## config.mk

```make
export PLATFORM = sky130hd
export DESIGN_NAME = rsi_div_cell
export DESIGN_NICKNAME = d
export VERILOG_FILES = /design/src/sv/rsi_pkg.sv /design/src/sv/rsi_div_cell.sv
export SDC_FILE = /design/constraint.sdc
export NUM_CORES = 1
export LEC_CHECK = 0
export BUFFER_PORTS_ARGS = -buffer_cell sky130_fd_sc_hd__clkbuf_2
export CORE_AREA = 4 4 297 299
export CTS_BUF_LIST = sky130_fd_sc_hd__clkbuf_2
export CTS_CLUSTER_DIAMETER = 50
export DETAILED_ROUTE_END_ITERATION = 16
export DIE_AREA = 0 0 301 303
export SYNTH_ARGS = -nofsm -noshare
export SYNTH_HDL_FRONTEND = slang
export SYNTH_SLANG_ARGS = --single-unit
```

## constraint.sdc

```tcl
create_clock -name clk -period 3.7 [get_ports clk]
set_input_delay 0.555 -clock clk [delete_from_list [all_inputs] [get_ports clk]]
set_output_delay 0.555 -clock clk [all_outputs]
set_load 0.005 [all_outputs]
```

## src/sv/rsi_pkg.sv

```systemverilog
// Shared types, widths and helper functions for the ray/sphere intersection block.
// Used by the iteration cells, the multiplier and the top level; depends on nothing.
package rsi_pkg;

    localparam int FRAC_BITS = 16;
    localparam int COORD_W   = 32;
    localparam int RAD_W     = COORD_W - 1;
    localparam int WIDE_W    = 2 * COORD_W;

    localparam int DD_W   = 2 * COORD_W;
    localparam int DXO_W  = 2 * COORD_W + 1;
    localparam int OO_W   = 2 * COORD_W + 2;
    localparam int RSQ_W  = 2 * RAD_W;
    localparam int ACC_W  = 2 * COORD_W + 2;
    localparam int BS_W   = 2 * COORD_W + 3;
    localparam int SQ_W   = 2 * COORD_W + 4;

    localparam int A_W    = 2 * COORD_W - FRAC_BITS;
    localparam int B_W    = A_W + 1;
    localparam int C_W    = A_W + 2;
    localparam int DIS_W  = 2 * C_W;
    localparam int S_W    = C_W;
    localparam int SUM_W  = S_W + 1;
    localparam int T_W    = 62;
    localparam int P_W    = A_W + T_W;
    localparam int NUM1_W = SUM_W + FRAC_BITS;
    localparam int NUM2_W = C_W + 2 * FRAC_BITS;
    localparam int NUMN_W = COORD_W + 1 + FRAC_BITS;

    localparam int DIV_NUM_W = NUM2_W;
    localparam int DIV_DEN_W = P_W;

    localparam int MUL_W  = 64;
    localparam int PROD_W = 2 * MUL_W;

    localparam int CFG_IDX_W = 2;
    localparam logic [CFG_IDX_W-1:0] CFG_CENTER_X = 2'd0;
    localparam logic [CFG_IDX_W-1:0] CFG_CENTER_Y = 2'd1;
    localparam logic [CFG_IDX_W-1:0] CFG_CENTER_Z = 2'd2;
    localparam logic [CFG_IDX_W-1:0] CFG_RADIUS   = 2'd3;

    localparam logic [RAD_W-1:0] RAD_RESET = RAD_W'(1) << FRAC_BITS;

    localparam logic signed [WIDE_W-1:0] COORD_MAX =
        (WIDE_W'(64'sd1) <<< (COORD_W - 1)) - WIDE_W'(64'sd1);
    localparam logic signed [WIDE_W-1:0] COORD_MIN = -COORD_MAX - WIDE_W'(64'sd1);

    typedef struct packed {
        logic [DIS_W-1:0] rad;
        logic [S_W:0]     rem;
        logic [S_W-1:0]   root;
    } sqrt_t;

    typedef struct packed {
        logic [DIV_NUM_W-1:0] num;
        logic [DIV_DEN_W-1:0] rem;
        logic [DIV_NUM_W-1:0] quo;
        logic [DIV_DEN_W-1:0] den;
    } div_t;

    function automatic logic [T_W-1:0] cap_mag(input logic [PROD_W-1:0] v);
        if (|v[PROD_W-1:T_W]) begin
            return '1;
        end
        return v[T_W-1:0];
    endfunction

    function automatic logic [COORD_W-1:0] sat_coord(input logic signed [WIDE_W-1:0] v);
        if (v > COORD_MAX) begin
            return COORD_MAX[COORD_W-1:0];
        end
        if (v < COORD_MIN) begin
            return COORD_MIN[COORD_W-1:0];
        end
        return v[COORD_W-1:0];
    endfunction

endpackage

```

## src/sv/rsi_div_cell.sv

```systemverilog
// One step of restoring division: shifts in one numerator bit and yields one quotient bit.
// Depends on rsi_pkg for div_t.
module rsi_div_cell
    import rsi_pkg::*;
(
    input  logic clk,
    input  div_t d_in,
    output div_t d_out
);

    logic [DIV_DEN_W:0] rem_w;
    logic [DIV_DEN_W:0] diff;
    logic               ge;
    div_t               cell_next;
    div_t               cell_reg;

    always_comb
    begin
        rem_w = {d_in.rem, d_in.num[DIV_NUM_W-1]};
        diff  = rem_w - {1'b0, d_in.den};
        ge    = (rem_w >= {1'b0, d_in.den});
        cell_next.num = d_in.num << 1;
        cell_next.den = d_in.den;
        cell_next.quo = {d_in.quo[DIV_NUM_W-2:0], ge};
        cell_next.rem = ge ? diff[DIV_DEN_W-1:0] : rem_w[DIV_DEN_W-1:0];
    end

    always_ff @(posedge clk)
    begin
        cell_reg <= cell_next;
    end

    assign d_out = cell_reg;

endmodule
```

==> results_tabular.tex <==
\begin{tabular}{lr}
\hline
Metric & Value \\
\hline
\multicolumn{2}{l}{\textbf{Clock network}} \\
\quad Clock slew at the register clock pins of the worst setup and hold paths & between 0.1 and 0.15 ns \\
\quad Level count of the clock H-tree & 3 \\
\quad Number of clock buffers inserted by TritonCTS & 107 \\
\quad Clock tree from TritonCTS & done \\
\quad Buffers from clock root to sink, at most & 3 \\
\quad Clock tree root driver cell & clkbuf\_2 \\
\quad Number of clock sinks & 383 \\
\multicolumn{2}{l}{\textbf{Synthesis}} \\
\quad Area share of xor/xnor cells in the synthesized design & $\sim$5.6\% \\
\quad Synth Area per Inst & a little under 9 um2 \\
\quad Multiplexer share of the synthesized area & less than 1\% \\
\quad Share of synthesized cell area in and, or, nand and nor gates & 13.9\% \\
\quad Number of different library cells in the post-synthesis netlist & 72 \\
\quad Synthesized cell area & around 0.016 mm2 \\
\quad Dominant register cell in the synthesized netlist & dfxtp\_1 \\
\quad Gate count after technology mapping & 1842 \\
\quad Async S/R FF share, synth & 0\% \\
\quad Sequential-to-total area share from yosys stat & 47.0\% \\
\quad Register bit total from synthesis & 383 \\
\quad Dominant combinational cell family by area after synthesis & compound AO/OA/AOI/OAI gates \\
\quad Synth Area in Adders & around 8.6\% \\
\quad Mapped Nets & 2338 \\
\quad Fraction of the mapped netlist area in compound gates & 19.3\% \\
\quad Number of enable-type register cells in the synthesized netlist & 0 \\
\quad Yosys warns & 0 \\
\multicolumn{2}{l}{\textbf{Layout}} \\
\quad Filler cells & 8371 \\
\quad Layout Cell Area excl Fill & between 0.03 and 0.04 mm2 \\
\quad Synth-to-Final Area Change & 106\% \\
\quad Share of final-layout standard cells stronger than drive strength 1 & 35.4\% \\
\quad Number of nets at the end of the flow & 4327 \\
\quad Combined area of the multi-input logic cells & 0.00787 mm2 \\
\quad Number of flip-flops in the largest register & 383 \\
\quad Storage cell area & 0.00767 mm2 \\
\quad Finished Core Util & about two fifths \\
\quad Final cell count without fillers & 5077 \\
\multicolumn{2}{l}{\textbf{Flow run}} \\
\quad Max Cap Viol & 0 \\
\multicolumn{2}{l}{\textbf{STA}} \\
\quad Hold Slack & 0.151 ns \\
\quad Transition time at the pin with the least slew margin & 0.618 ns \\
\quad Final count of negative-setup-slack endpoints & 0 \\
\quad Final Max Slew Viols & 0 \\
\quad Post-route setup slack & 0.0287 ns \\
\quad Part of the cycle the worst path needs & $\sim$100\% \\
\quad Setup repair after global routing missed its margin & no \\
\quad Final hold violation count & 0 \\
\quad Peak clock frequency supported by timing & 272 MHz \\
\quad Worst slew margin relative to its limit & 58.8\% \\
\quad Clock period minus worst slack & 3.67 ns \\
\multicolumn{2}{l}{\textbf{Critical path}} \\
\quad Startpoint-to-endpoint class of the critical path & input port to flop \\
\quad CP Depth & 18 \\
\quad Required time of the critical path & $\sim$5 ns \\
\quad Delay contributed by the slowest stage of the critical path & about 0.59 ns \\
\quad Chain of cells forming the critical path & dlygate4sd3\_1 -> buf\_2 -> ha\_4 -> a21oi\_2 -> o21ai\_2 -> or4b\_4 -> o211ai\_1 -> and4bb\_2 -> nor3\_4 -> nor3\_4 -> nor3\_1 -> o21ba\_1 -> nor4b\_4 -> buf\_12 -> buf\_16 -> nand2\_1 -> dlygate4sd3\_1 -> o21ai\_0 \\
\quad CP max-delay cell & dlygate4sd3\_1 \\
\quad CP arrival & 4.84 ns \\
\quad Buffers and inverters on the worst path & 5 \\
\quad Largest delay share family, worst path & buffers and inverters \\
\quad Critical Path End Type & flop \\
\quad Critical-path maximum fanout & 10 \\
\quad Critical Path Start Type & input port \\
\multicolumn{2}{l}{\textbf{Outcome}} \\
\quad Outcome & completed \\
\multicolumn{2}{l}{\textbf{Drt}} \\
\quad First drt pass iteration count & 5 \\
\quad Routed vias/inst & approximately 4.2 \\
\quad Vias & about 21k \\
\quad Detail-routed net length per standard cell & 19.2 um \\
\quad Final Routed Wirelength & 97700 um \\
\quad Post-detailed-route count of antenna-violating nets & 0 \\
\quad Final routed DRC violation total & 0 \\
\quad DR iter-0 viols & between 900 and 1k \\
\multicolumn{2}{l}{\textbf{Placement}} \\
\quad Placed cell area & 0.0245 mm2 \\
\quad Placed insts & 4092 \\
\quad HPWL after detailed placement & $\sim$73000 um \\
\quad Final GP Congestion & 0.876 \\
\quad Worst setup slack after placement & -0.721 ns \\
\quad IO buf count & 766 \\
\multicolumn{2}{l}{\textbf{GRT}} \\
\quad Total congestion overflow after global routing & 0 \\
\quad Wire length of the first global-routing pass & 139000 um \\
\quad Overall track demand over capacity in global routing & 20.3\% \\
\quad Antenna violations before repair & 32 \\
\quad Vias in the first global route & 22.7k \\
\quad Pin count of the biggest net entering global routing & 47 \\
\multicolumn{2}{l}{\textbf{Hold path}} \\
\quad Hold path depth & 6 \\
\quad Hold/Removal Path Class & input port to flop \\
\multicolumn{2}{l}{\textbf{Floorplanning}} \\
\quad Die X & 301 um \\
\quad Top-level port count & 769 \\
\quad Starting density of the core & 19.1\% \\
\quad Vertical die dimension & 303 um \\
\quad Area of the core & 0.0851 mm2 \\
\quad Die Outline Area & 0.0912 mm2 \\
\quad Number of standard-cell rows in the floorplan & 107 \\
\multicolumn{2}{l}{\textbf{Pwr}} \\
\quad Maximum VDD drop & 0.311 mV \\
\quad Ratio of total power to cell area & 369 mW/mm2 \\
\quad Leakage power & 0.0162 uW \\
\hline
\end{tabular}
==> through the flow <==
step | TNS [ns] | power, uW
2_1_floorplan | 0 | 6030
3_3_place_gp | -34.67 | 7930
3_5_place_dp | -41.41 | 7930
4_1_cts | 0 | 12400
5_1_grt | 0 | 13100
6_report | 0 | 12400
==> logic make-up (layout without fill, tap and decap cells) <==
logic type               count (synthesis)  in the layout
XOR/XNOR                               104            104
adder cells (fa/ha/maj)                111            111
multiplexers                             4              4
other                                    1             22
flip-flops                             383            383
AND/OR/NAND/NOR                        488            488
AO/OA/AOI/OAI                          533            533
buffers and inverters                  218           2288
==> where the power goes <==
part           total (uW)  internal [uW]  switching [uW]
clock network        3770           1680            2090
logic                3910           2030            1880
registers            4700           4540             158
==> what timing repair did <==
item,4_1_cts,5_1_grt
setup buffers,0,5
hold endpoints to repair,383,1
resized for setup,0,20
setup endpoints to repair,0,30
hold buffers,765,1
==> routing by layer <==
layer	vias up	GRT usage (%)	share of wire [%]
met4	26	12.2	6.2
met1	9757	20.7	36
met2	830	36.0	50
met5	-	0	0.17
met3	262	6.92	7.7
li1	10429	-	-
==> path summary, 6_finish.rpt <==
kind / from / end / slack [ns]
setup / recovery: d_in[205] / d_out[275] / 0.03
hold / removal: d_in[14] / d_out[206] / 0.15
==> Yosys cell counts (10+ instances only) <==
library cell	n	area, um2
nand2b_1	13	81.3
o21ai_1	10	50.1
buf_2	10	50.1
ha_1	110	1380
a31oi_1	11	68.8
nand4_1	51	319
nor4_1	10	62.6
nand2_1	226	848
xnor2_1	63	552
o31ai_1	13	97.6
nand3_1	15	75.1
o211ai_1	10	75.1
o21bai_1	34	255
clkbuf_1	56	210
inv_1	146	548
nor2_1	95	357
nor3_1	20	100
nor2b_1	12	75.1
a21o_1	33	248
o21ai_0	192	961
dfxtp_1	383	7670
a21oi_1	160	801
o21a_1	18	135
xor2_1	41	359
==> cell usage in the layout (no fill, tap or decap), types with 34 or more instances in the layout <==
cell / n
a21oi_1: 155
buf_4: 410
clkbuf_2: 901
dfxtp_1: 383
dlygate4sd3_1: 765
ha_1: 106
inv_1: 145
nand2_1: 226
nand4_1: 51
nor2_1: 95
o21ai_0: 191
o21bai_1: 34
xnor2_1: 63
xor2_1: 41
==> layout make-up <==
class,count,area share [%]
Multi-Input combinational cell,1241,23.5
Sequential cell,383,22.9
Timing Repair Buffer,1952,44.2
Tap cell,1144,4.27
Clock inverter,54,1.43
Antenna cell,21,0.157
Clock buffer,136,2.03
Inverter,146,1.63
Power figures use the tool's default switching activity.
