<file path="src/sv/rsi_pkg.sv">
// Shared types, widths and helper functions for the ray/sphere intersection block.
// Used by the iteration cells, the multiplier and the top level; depends on nothing.
package rsi_pkg;

    localparam int FRAC_BITS = 16;
    localparam int COORD_W   = 32;
    localparam int RAD_W     = COORD_W - 1;
    localparam int WIDE_W    = 2 * COORD_W;

    localparam int DD_W   = 2 * COORD_W;
    localparam int DXO_W  = 2 * COORD_W + 1;
    localparam int OO_W   = 2 * COORD_W + 2;
    localparam int RSQ_W  = 2 * RAD_W;
    localparam int ACC_W  = 2 * COORD_W + 2;
    localparam int BS_W   = 2 * COORD_W + 3;
    localparam int SQ_W   = 2 * COORD_W + 4;

    localparam int A_W    = 2 * COORD_W - FRAC_BITS;
    localparam int B_W    = A_W + 1;
    localparam int C_W    = A_W + 2;
    localparam int DIS_W  = 2 * C_W;
    localparam int S_W    = C_W;
    localparam int SUM_W  = S_W + 1;
    localparam int T_W    = 62;
    localparam int P_W    = A_W + T_W;
    localparam int NUM1_W = SUM_W + FRAC_BITS;
    localparam int NUM2_W = C_W + 2 * FRAC_BITS;
    localparam int NUMN_W = COORD_W + 1 + FRAC_BITS;

    localparam int DIV_NUM_W = NUM2_W;
    localparam int DIV_DEN_W = P_W;

    localparam int MUL_W  = 64;
    localparam int PROD_W = 2 * MUL_W;

    localparam int CFG_IDX_W = 2;
    localparam logic [CFG_IDX_W-1:0] CFG_CENTER_X = 2'd0;
    localparam logic [CFG_IDX_W-1:0] CFG_CENTER_Y = 2'd1;
    localparam logic [CFG_IDX_W-1:0] CFG_CENTER_Z = 2'd2;
    localparam logic [CFG_IDX_W-1:0] CFG_RADIUS   = 2'd3;

    localparam logic [RAD_W-1:0] RAD_RESET = RAD_W'(1) << FRAC_BITS;

    localparam logic signed [WIDE_W-1:0] COORD_MAX =
        (WIDE_W'(64'sd1) <<< (COORD_W - 1)) - WIDE_W'(64'sd1);
    localparam logic signed [WIDE_W-1:0] COORD_MIN = -COORD_MAX - WIDE_W'(64'sd1);

    typedef struct packed {
        logic [DIS_W-1:0] rad;
        logic [S_W:0]     rem;
        logic [S_W-1:0]   root;
    } sqrt_t;

    typedef struct packed {
        logic [DIV_NUM_W-1:0] num;
        logic [DIV_DEN_W-1:0] rem;
        logic [DIV_NUM_W-1:0] quo;
        logic [DIV_DEN_W-1:0] den;
    } div_t;

    function automatic logic [T_W-1:0] cap_mag(input logic [PROD_W-1:0] v);
        if (|v[PROD_W-1:T_W]) begin
            return '1;
        end
        return v[T_W-1:0];
    endfunction

    function automatic logic [COORD_W-1:0] sat_coord(input logic signed [WIDE_W-1:0] v);
        if (v > COORD_MAX) begin
            return COORD_MAX[COORD_W-1:0];
        end
        if (v < COORD_MIN) begin
            return COORD_MIN[COORD_W-1:0];
        end
        return v[COORD_W-1:0];
    endfunction

endpackage

</file>
<file path="src/sv/rsi_sqrt_cell.sv">
// One step of the digit-by-digit square root: takes two radicand bits, yields one root bit.
// Depends on rsi_pkg for sqrt_t.
module rsi_sqrt_cell
    import rsi_pkg::*;
(
    input  logic  clk,
    input  sqrt_t d_in,
    output sqrt_t d_out
);

    logic [S_W+2:0] rem_w;
    logic [S_W+2:0] trial;
    logic [S_W+2:0] diff_w;
    logic           ge;
    sqrt_t          cell_next;
    sqrt_t          cell_reg;

    always_comb
    begin
        rem_w  = {d_in.rem, d_in.rad[DIS_W-1 -: 2]};
        trial  = {1'b0, d_in.root, 2'b01};
        diff_w = rem_w - trial;
        ge     = (rem_w >= trial);
        cell_next.rad  = d_in.rad << 2;
        cell_next.root = {d_in.root[S_W-2:0], ge};
        if (ge) begin
            cell_next.rem = diff_w[S_W:0];
        end
        else begin
            cell_next.rem = rem_w[S_W:0];
        end
    end

    always_ff @(posedge clk)
    begin
        cell_reg <= cell_next;
    end

    assign d_out = cell_reg;

endmodule

</file>
<file path="config.mk">
export PLATFORM = sky130hd
export DESIGN_NAME = rsi_sqrt_cell
export DESIGN_NICKNAME = d
export VERILOG_FILES = /design/src/sv/rsi_pkg.sv /design/src/sv/rsi_sqrt_cell.sv
export SDC_FILE = /design/constraint.sdc
export NUM_CORES = 1
export LEC_CHECK = 0
export ABC_CLOCK_PERIOD_IN_PS = 3400
export BUFFER_PORTS_ARGS = -buffer_cell sky130_fd_sc_hd__buf_2
export CAP_MARGIN = 40
export CORE_AREA = 5 5 152 154
export DETAILED_ROUTE_END_ITERATION = 12
export DIE_AREA = 0 0 157 159
export GPL_ROUTABILITY_DRIVEN = 0
export GPL_TIMING_DRIVEN = 1
export PLACE_DENSITY = 0.71
export SLEW_MARGIN = 20
export SYNTH_ARGS = -nofsm -noshare
export SYNTH_HDL_FRONTEND = slang
export SYNTH_SLANG_ARGS = --single-unit
</file>
<file path="constraint.sdc">
create_clock -name clk -period 3.4 [get_ports clk]
set_clock_uncertainty 0.05 [all_clocks]
set_input_delay 0.85 -clock clk [delete_from_list [all_inputs] [get_ports clk]]
set_output_delay 0.85 -clock clk [all_outputs]
set_load 0.05 [all_outputs]
</file>
==> results of run 1 <==
metal layers:
layer,part of all wire,GRT usage
met3,0.081,0.0720
met4,0.027,0.0702
met2,0.50,0.382
met5,0.0026,0
met1,0.39,0.239
Yosys cell counts, types with 8 or more instances:
cell      count
inv_1        59
xnor2_1      26
o21ai_1      17
nand2_1      74
and2_1        8
a21oi_1      40
nor2b_1       9
o21ai_0      46
ha_1         52
nor2_1       28
nand3_1      13
clkbuf_1     22
xor2_1       21
nand4_1      19
dfxtp_1     199
nor3_1       11
a21o_1       45
worst max-delay path: stages:
cell	delay, ns
buf_2	0.11
inv_4	0.04
ha_4	0.17
nor3_2	0.22
o21a_2	0.24
a211oi_2	0.10
o21ba_2	0.24
a221o_1	0.41
a31oi_4	0.20
o21ai_4	0.08
a311oi_4	0.39
buf_12	0.21
mux2_4	0.30
through the flow:
step                      total power [mW]  setup WS, ns  setup TNS (ns)  instance area, um^2   util
after floorplan                       4.11       -0.0964          -0.226                 7850      -
after global placement                4.81        -0.372          -12.87                11000  0.509
after detailed placement              4.83        -0.478          -18.45                11000  0.509
after CTS                             6.89        0.0200               0                11600  0.537
after global routing                  7.16       -0.0193         -0.0193                11700  0.544
final                                 6.86        0.0837               0                11700  0.544
what timing repair did:
action | CTS | global route
cloned | 0 | 2
pin swaps | 1 | 6
setup endpoints to repair | 1 | 26
gates resized for setup | 1 | 14
buffers inserted | 0 | 3
logic make-up (layout without fill, tap and decap cells):
logic type	after synthesis	after routing	synth area share
AND/OR/NAND/NOR	177	177	0.107
buffers and inverters	91	620	0.0517
adder cells (fa/ha/maj)	52	52	0.0845
other	1	3	0.000487
AO/OA/AOI/OAI	205	205	0.178
XOR/XNOR	47	47	0.0535
multiplexers	5	5	0.00715
flip-flops	199	199	0.517
worst max-delay path by stage:
stage	from	endpoint	cells past startpoint
final	d_in[0]	d_out[54]$_DFF_P_	13
after global routing	d_in[0]	d_out[94]$_DFF_P_	15
after global placement	d_in[0]	d_out[51]$_DFF_P_	14
after CTS	d_in[0]	d_out[54]$_DFF_P_	13
after detailed placement	d_in[0]	d_out[54]$_DFF_P_	13
after floorplan	d_in[50]	d_out[54]$_DFF_P_	11
cell type report:
cell class	instances	share of cell area
diodes	1	0.000213
clock buffers	18	0.0366
clock inverters	14	0.0154
inverters	60	0.0194
multi-input cells	488	0.300
flip-flops and latches	199	0.340
well taps	280	0.0299
repair buffers	528	0.259
power groups by stage:
| stage | sequential, mW | combinational (mW) | clock (mW) |
|---|---|---|---|
| final | 2.61 | 2.21 | 2.04 |
| after global routing | 2.63 | 2.34 | 2.19 |
| after CTS | 2.61 | 2.19 | 2.09 |
| after detailed placement | 2.66 | 2.17 | 0 |
| after global placement | 2.66 | 2.16 | 0 |
| after floorplan | 3.47 | 0.632 | 0 |
==> key figures, run 1 <==
GRT
  – Initial antenna violation count: 5
  – Pin count of the biggest net entering global routing: 42
  – GRT Util Overall: 0.215
  – Grt ovf: 0
  – First-pass GRT wire length: 41600 um
  – Vias in the first global route: 7590

Synth
  – Cell taking the most area after synthesis: dfxtp_1
  – Synth Cell Area: 7700 um^2
  – Syn Inst Count: 777
  – Top FF cell, synth: dfxtp_1
  – Number of synthesized flops with an enable pin: 0
  – Unique cell type count in the Yosys netlist: 59
  – Top post-synthesis cells by area: dfxtp_1, ha_1, a21o_1
  – Synth top area share: 0.517
  – Syn Area/Cell: 9.91 um^2
  – Fraction of registers with async set/reset: 0
  – Sequential fraction of the synthesis area: 0.517
  – Synthesized flop and latch total: 199
  – Synth Warn #: 0

Power and ir drop
  – Worst VDD drop: 0.000346 V
  – Switching Share: 0.377
  – Comb power frac: 0.322
  – Net Sw Power: 2.58 mW
  – Reg power frac: 0.380
  – Clock power frac: 0.297
  – Power Density: 585 nW/um^2
  – Internal Power: 4.28 mW
  – Lkg Pwr: 6.06 nW

Outcome
  – Status: completed

Detailed routing
  – Routed Antenna Nets: 0
  – Drt total wl: 28900 um
  – DR pass1 iterations: 5
  – Vias per cell: 4.73
  – Via count: 7504
  – Starting DRT DRC Count: 289
  – # DRC: 0
  – Routed wire length per instance: 18.2 um

Timing
  – Setup Viol. Count Final: 0
  – Final hold slack: 0.463 ns
  – Maximum clock rate: 0.302 GHz
  – RSZ-0062 raised after global routing: true
  – Tmin final: 3.32 ns
  – Fin. max-slew vios: 0
  – Final Hold Fails: 0
  – Final worst-path cycle share: 0.975

Clocking
  – Total CTS buffers: 17
  – Clk buf depth: 2
  – CTS tree: yes
  – Clock tree root driver cell: clkbuf_16
  – Clock transition at the registers of the reported paths: 0.09 ns
  – H-tree Lvls: 4
  – Hold buffers post-CTS: 0
  – CTS Sinks: 199

Cells and area
  – Most frequent cells in the layout: buf_2, dfxtp_1, buf_4, nand2_1, inv_1
  – Share of layout cells above drive strength 1: 0.458
  – Multi-input gate area: 3510 um^2
  – Seq. cell area: 3980 um^2
  – Layout Cells excl Fill: 1588
  – Fill count: 1977
  – Max FFs per register: 199
  – Area delta synth->final: 52.3%
  – Commonest non-fill, non-tap cell in the layout: buf_2
  – Nets: 1548

Run
  – Max-cap violations: 0

Min path
  – Worst Hold Depth: 1
  – Hold_sp: d_in[112]
  – Worst hold-check path type: in2reg
  – Hold Crit Endpoint: d_out[114]$_DFF_P_

Floorplanning
  – I/O pin count: 403
  – Die Height: 159 um
  – Core area: 21600 um^2
  – Rows: 54
  – Initial Util: 0.357
  – Die ar.: 25000 um^2
  – Die Wd: 157 um

Setup path
  – CP Capture Type: flop
  – Worst Setup Path Type: in2reg
  – Startpoint Class: primary input
  – Critical path fanouts, max: 21
  – Req. time, crit path: 3.67 ns
  – Arr. time, crit path: 3.58 ns

Place
  – Placed cells: 1550
  – I/O Buffers: 400
  – Post-DP HPWL: 23700 um
No activity file was read; power rests on OpenSTA's default activity.
==> run 2, diff against run 1 <==
Settings changed: BUFFER_PORTS_ARGS -buffer_cell sky130_fd_sc_hd__buf_2 to default, DONT_BUFFER_PORTS from default to 1, PLACE_DENSITY 0.71 to 0.54.
==> run 2 against run 1 <==
  * Worst setup slack better by 0.11 ns
  * Non-clock buffer count down 425
  * Clock-buffer cell count down 1
  * Final area down 19%
  * Largest power group unchanged
  * Clock power about the same
  * Highest routed layer unchanged
  * First-iteration DRC count down 36%
==> key figures, run 2 (same netlist as run 1, synthesis figures left out) <==
Setup path
  – Arr. time, crit path: 3.48 ns (was 3.58 ns)
  – Critical path fanouts, max: 3 (was 21)
  – CP Capture Type: flop (unchanged)
  – Crit. path cell count: 12 (was 13)
  – Startpoint Class: primary input (unchanged)
  – Max incr delay on CP: 0.53 ns (was 0.41 ns)
  – Crit-path slowest cell: or4_1 (was a221o_1)
  – Critical-path cell list: ha_4, nor2b_1, o31a_1, o311ai_1, buf_4, a21oi_1, or4_1, nand3_1, nand2_1, a311oi_2, xor2_1, o21ai_0 (was buf_2, inv_4, ha_4, nor3_2, o21a_2, a211oi_2, o21ba_2, a221o_1, a31oi_4, o21ai_4, a311oi_4, buf_12, mux2_4)
  – Delay-heaviest family, CP: compound AO/OA/AOI/OAI gates (unchanged)
  – Req. time, crit path: 3.68 ns (was 3.67 ns)
  – Worst Setup Path Type: in2reg (unchanged)
  – Buf+Inv Stages, Crit Path: 1 (was 3)

Cells and area
  – Core Util, Final: 0.438 (was 0.544)
  – Share of layout cells above drive strength 1: 0.186 (was 0.458)
  – Fill count: 2029 (was 1977)
  – Nets: 1123 (was 1548)
  – Area delta synth->final: 22.7% (was 52.3%)
  – Most frequent cells in the layout: dfxtp_1, buf_4, nand2_1, inv_1, ha_1 (was buf_2, dfxtp_1, buf_4, nand2_1, inv_1)
  – Commonest non-fill, non-tap cell in the layout: dfxtp_1 (was buf_2)
  – Design area: 9450 um^2 (was 11700 um^2)
  – Max FFs per register: 199 (unchanged)
  – Layout Cells excl Fill: 1162 (was 1588)
  – Seq. cell area: 3980 um^2 (unchanged)
  – Multi-input gate area: 3470 um^2 (was 3510 um^2)

Clocking
  – Clk buf depth: 2 (unchanged)
  – CTS Sinks: 199 (unchanged)
  – Total CTS buffers: 17 (unchanged)
  – CTS tree: yes (unchanged)
  – Hold buffers post-CTS: 0 (unchanged)
  – H-tree Lvls: 4 (unchanged)
  – Clock tree root driver cell: clkbuf_16 (unchanged)
  – Clock transition at the registers of the reported paths: 0.08 ns (was 0.09 ns)

GRT
  – Pin count of the biggest net entering global routing: 33 (was 42)
  – Initial antenna violation count: 3 (was 5)
  – Grt ovf: 0 (unchanged)
  – GRT Util Overall: 0.196 (was 0.215)
  – First-pass GRT wire length: 37000 um (was 41600 um)
  – Vias in the first global route: 5884 (was 7590)

Power and ir drop
  – Worst VDD drop: 0.000330 V (was 0.000346 V)
  – Lkg Pwr: 4.34 nW (was 6.06 nW)
  – Power Density: 685 nW/um^2 (was 585 nW/um^2)

Detailed routing
  – DR pass1 iterations: 4 (was 5)
  – # DRC: 0 (unchanged)
  – Routed Antenna Nets: 0 (unchanged)
  – Via count: 5735 (was 7504)
  – Drt total wl: 25500 um (was 28900 um)
  – Vias per cell: 4.94 (was 4.73)
  – Routed wire length per instance: 21.9 um (was 18.2 um)
  – Starting DRT DRC Count: 186 (was 289)

Timing
  – Fin. max-slew vios: 0 (unchanged)
  – Final worst-path cycle share: 0.943 (was 0.975)
  – Setup Viol. Count Final: 0 (unchanged)
  – Maximum clock rate: 0.312 GHz (was 0.302 GHz)
  – Tmin final: 3.21 ns (was 3.32 ns)
  – Worst-margin pin slew: 0.621 ns
  – Slew margin rel.: 0.585
  – RSZ-0062 raised after global routing: false (was true)
  – Final Hold Fails: 0 (unchanged)

Place
  – Post-DP HPWL: 21000 um (was 23700 um)
  – Placed cells: 1130 (was 1550)
  – I/O Buffers: 0 (was 400)
  – Placed inst area: 8810 um^2 (was 11000 um^2)

Floorplanning
  – Die Height: 159 um (unchanged)
  – Rows: 54 (unchanged)
  – Core area: 21600 um^2 (unchanged)
  – Die ar.: 25000 um^2 (unchanged)
  – Initial Util: 0.357 (unchanged)
  – I/O pin count: 403 (unchanged)
  – Die Wd: 157 um (unchanged)

Min path
  – Worst Hold Depth: 0 (was 1)
  – Worst hold-check path type: in2reg (unchanged)
  – Hold_sp: d_in[106] (was d_in[112])
  – Hold Crit Endpoint: d_out[108]$_DFF_P_ (was d_out[114]$_DFF_P_)

Outcome
  – Status: completed (unchanged)

Run
  – Max-cap violations: 0 (unchanged)
-- run 2: changes by cell type in the layout (fill, tap and decap cells not counted), moves of 2 or more --
cell | previous run | this run
clkbuf_16 | 19 | 17
buf_4 | 122 | 100
inv_12 | 0 | 2
buf_2 | 400 | 0
clkinv_8 | 7 | 4
-- run 2: how the worst max path moves through the flow --
stage | from | slack, ns | to
final | d_in[50] | 0.19 | d_out[88]$_DFF_P_
after global routing | d_in[16] | 0.02 | d_out[93]$_DFF_P_
after CTS | d_in[2] | 0.09 | d_out[93]$_DFF_P_
after detailed placement | d_in[50] | -0.35 | d_out[88]$_DFF_P_
after global placement | d_in[50] | -0.42 | d_out[88]$_DFF_P_
after floorplan | d_in[50] | -0.1 | d_out[54]$_DFF_P_
-- run 2: power breakdown --
| part | internal, mW | switching (mW) |
|---|---|---|
| Combinational | 0.448 | 0.486 |
| Clock | 1.00 | 1.05 |
| Sequential | 2.56 | 0.928 |
| Total | 4.01 | 2.46 |
-- run 2: area by class of cell --
cell class | instances | share of cell area
Sequential cell | 199 | 0.422
Inverter | 60 | 0.0241
Tap cell | 280 | 0.0371
Clock inverter | 14 | 0.0185
Clock buffer | 17 | 0.0450
Antenna cell | 1 | 0.000265
Timing Repair Buffer | 103 | 0.0858
Multi-Input combinational cell | 488 | 0.368
-- run 2: timing repair --
action                     CTS  global route
setup buffers                0             0
gates resized for setup      0             5
setup endpoints to repair    0             8
-- run 2: metal layers --
metal | global-route usage | part of all wire | up-vias
li1 | - | - | 2866
met1 | 0.220 | 0.39 | 2601
met4 | 0.0588 | 0.022 | 4
met3 | 0.0745 | 0.086 | 34
met2 | 0.342 | 0.50 | 230
met5 | 0 | 0.0013 | -
-- run 2: stage by stage --
step | hold WS [ns] | TNS (ns) | power [mW] | setup WS [ns]
after global placement | 0.828 | -5.64 | 4.49 | -0.418
after global routing | 0.354 | 0 | 6.76 | 0.0226
after floorplan | 0.828 | -0.226 | 4.11 | -0.0964
final | 0.383 | 0 | 6.47 | 0.194
after CTS | 0.362 | 0 | 6.54 | 0.0865
after detailed placement | 0.828 | -7.08 | 4.48 | -0.350
==> run 3, diff against run 2 <==
Settings changed: ABC_CLOCK_PERIOD_IN_PS 3400 to 2750, BUFFER_PORTS_ARGS from default to -buffer_cell sky130_fd_sc_hd__buf_2, DONT_BUFFER_PORTS 1 to default, PLACE_DENSITY 0.54 to 0.71.
Clock period 3.4 ns to 2.75 ns, I/O delays scaled along.
==> run 3 against run 2 <==
  * The flow now finishes with violations (setup timing)
  * Utilization is 14 points higher
  * Final cell count is 41% higher
  * Final area is 31% higher
  * Critical path depth is 1 higher
  * Worst setup slack worse by 0.45 ns
  * First-iteration DRC count is 55% higher
  * Non-clock buffer count is 480 higher
  * Clock power is 26% higher
  * Total power is 35% higher
  * Flip-flop and latch count stayed put
  * Worst hold slack worse by 0.096 ns
  * Sequential power is 7.4% lower
==> key figures, run 3 (same netlist as run 1, synthesis figures left out) <==
GRT
  – Initial antenna violation count: 5 (was 3)
  – Grt ovf: 0 (unchanged)
  – First-pass GRT wire length: 42200 um (was 37000 um)
  – GRT Util Overall: 0.218 (was 0.196)
  – Pin count of the biggest net entering global routing: 32 (was 33)
  – Vias in the first global route: 7970 (was 5884)

Detailed routing
  – DR pass1 iterations: 5 (was 4)
  – Vias per cell: 4.70 (was 4.94)
  – # DRC: 0 (unchanged)
  – Drt total wl: 28800 um (was 25500 um)
  – Via count: 7722 (was 5735)
  – Routed wire length per instance: 17.5 um (was 21.9 um)
  – Starting DRT DRC Count: 289 (was 186)
  – Routed Antenna Nets: 0 (unchanged)

Floorplanning
  – Die ar.: 25000 um^2 (unchanged)
  – Initial Util: 0.357 (unchanged)
  – Die Wd: 157 um (unchanged)
  – Rows: 54 (unchanged)
  – I/O pin count: 403 (unchanged)
  – Die Height: 159 um (unchanged)
  – Core area: 21600 um^2 (unchanged)

Clocking
  – Hold buffers post-CTS: 0 (unchanged)
  – H-tree Lvls: 4 (unchanged)
  – CTS Sinks: 199 (unchanged)
  – Clk buf depth: 2 (unchanged)
  – Total CTS buffers: 17 (unchanged)
  – Clock tree root driver cell: clkbuf_16 (unchanged)
  – CTS tree: yes (unchanged)
  – Clock transition at the registers of the reported paths: 0.09 ns (was 0.08 ns)

Timing
  – Final Hold Fails: 0 (unchanged)
  – PnR worst setup slack: -0.260 ns (was 0.194 ns)
  – Worst-margin pin slew: 0.501 ns (was 0.621 ns)
  – RSZ-0062 raised after global routing: true (was false)
  – Slew margin rel.: 0.663 (was 0.585)
  – Setup Viol. Count Final: 51 (was 0)
  – Final worst-path cycle share: 1.09
  – Maximum clock rate: 0.332 GHz
  – Tmin final: 3.01 ns
  – Fin. max-slew vios: 0 (unchanged)

Min path
  – Hold Crit Endpoint: d_out[111]$_DFF_P_ (was d_out[108]$_DFF_P_)
  – Worst Hold Depth: 1 (was 0)
  – Worst hold-check path type: in2reg (unchanged)
  – Hold_sp: d_in[109] (was d_in[106])

Setup path
  – Critical path fanouts, max: 3 (unchanged)
  – Max incr delay on CP: 0.56 ns (was 0.53 ns)
  – Delay-heaviest family, CP: simple AND/OR/NAND/NOR gates (was compound AO/OA/AOI/OAI gates)
  – Buf+Inv Stages, Crit Path: 3 (was 1)
  – Req. time, crit path: 3.02 ns (was 3.68 ns)
  – Arr. time, crit path: 3.28 ns (was 3.48 ns)
  – Crit-path slowest cell: or4_4 (was or4_1)
  – CP Capture Type: flop (unchanged)
  – Worst Setup Path Type: in2reg (unchanged)
  – Critical-path cell list: buf_2, inv_1, ha_1, and3_1, a221o_1, buf_4, a21o_1, or4_4, nand3_4, nand2_4, a311oi_2, xor2_1, o21ai_1 (was ha_4, nor2b_1, o31a_1, o311ai_1, buf_4, a21oi_1, or4_1, nand3_1, nand2_1, a311oi_2, xor2_1, o21ai_0)
  – Startpoint Class: primary input (unchanged)

Outcome
  – Failing checks: setup timing
  – Status: complete, but fails checks (was completed)

Place
  – Placed inst area: 11300 um^2 (was 8810 um^2)
  – I/O Buffers: 400 (was 0)
  – Post-DP HPWL: 23600 um (was 21000 um)

Power and ir drop
  – Lkg Pwr: 6.39 nW (was 4.34 nW)
  – Power Density: 703 nW/um^2 (was 685 nW/um^2)
  – Worst VDD drop: 0.000382 V (was 0.000330 V)

Cells and area
  – Share of layout cells above drive strength 1: 0.510 (was 0.186)
  – Nets: 1603 (was 1123)
  – Most frequent cells in the layout: buf_2, dfxtp_1, buf_4, nand2_1, inv_1 (was dfxtp_1, buf_4, nand2_1, inv_1, ha_1)
  – Max FFs per register: 199 (unchanged)
  – Core Util, Final: 0.575 (was 0.438)
  – Area delta synth->final: 61.1% (was 22.7%)
  – Design area: 12400 um^2 (was 9450 um^2)
  – Commonest non-fill, non-tap cell in the layout: buf_2 (was dfxtp_1)

Run
  – Max-cap violations: 0 (unchanged)
-- run 3: cell count changes in the layout (fill, tap and decap cells not counted), sizes merged --
cell / change
clkbuf: +2
buf: +479
-- run 3: metrics by stage --
stage                     hold slack (ns)  setup WS, ns  setup TNS [ns]  total power [mW]  instances
final                               0.287        -0.260           -8.07              8.72       1643
after floorplan                     0.665        -0.584          -24.37              5.08        778
after global placement              0.740        -0.879          -36.55              6.03       1600
after global routing                0.264        -0.354          -13.56              9.09       1643
after CTS                           0.266        -0.227           -7.89              8.73       1637
after detailed placement            0.741        -0.908          -39.26              6.05       1600
-- run 3: what timing repair did --
| action | in CTS | in global routing |
|---|---|---|
| gates resized for setup | 61 | 48 |
| gates cloned | 1 | 1 |
| pin swaps | 13 | 18 |
| setup endpoints to repair | 52 | 52 |
| buffers inserted | 4 | 4 |
-- run 3: how the worst max path moves through the flow --
| stage | cells past startpoint | from | slack (ns) | end |
|---|---|---|---|---|
| floorplan | 11 | d_in[50] | -0.58 | d_out[54]$_DFF_P_ |
| detailed placement | 13 | d_in[2] | -0.91 | d_out[93]$_DFF_P_ |
| global route | 15 | d_in[3] | -0.35 | d_out[93]$_DFF_P_ |
| CTS | 12 | d_in[0] | -0.23 | d_out[94]$_DFF_P_ |
| finish | 13 | d_in[20] | -0.26 | d_out[88]$_DFF_P_ |
| global placement | 11 | d_in[50] | -0.88 | d_out[94]$_DFF_P_ |
-- run 3: area by class of cell --
class                           instances  area (um^2)
Clock buffer                           18          429
Antenna cell                            1         2.50
Sequential cell                       199         3980
Tap cell                              280          350
Multi-Input combinational cell        488         3720
Inverter                               60          233
Timing Repair Buffer                  583         3500
Clock inverter                         14          185
Fill cell                            1886         9150
-- run 3: metal layers --
metal	wire length (um)	share of wire	global-route usage
met4	946	0.033	0.0864
met5	44	0.0015	0
met3	2220	0.077	0.0612
met2	14900	0.52	0.404
met1	10600	0.37	0.228
-- run 3: power breakdown --
part | switching (mW) | total, mW | internal (mW)
registers | 0.0667 | 3.23 | 3.16
logic | 1.90 | 2.91 | 1.01
clock network | 1.33 | 2.58 | 1.25
total | 3.30 | 8.72 | 5.42
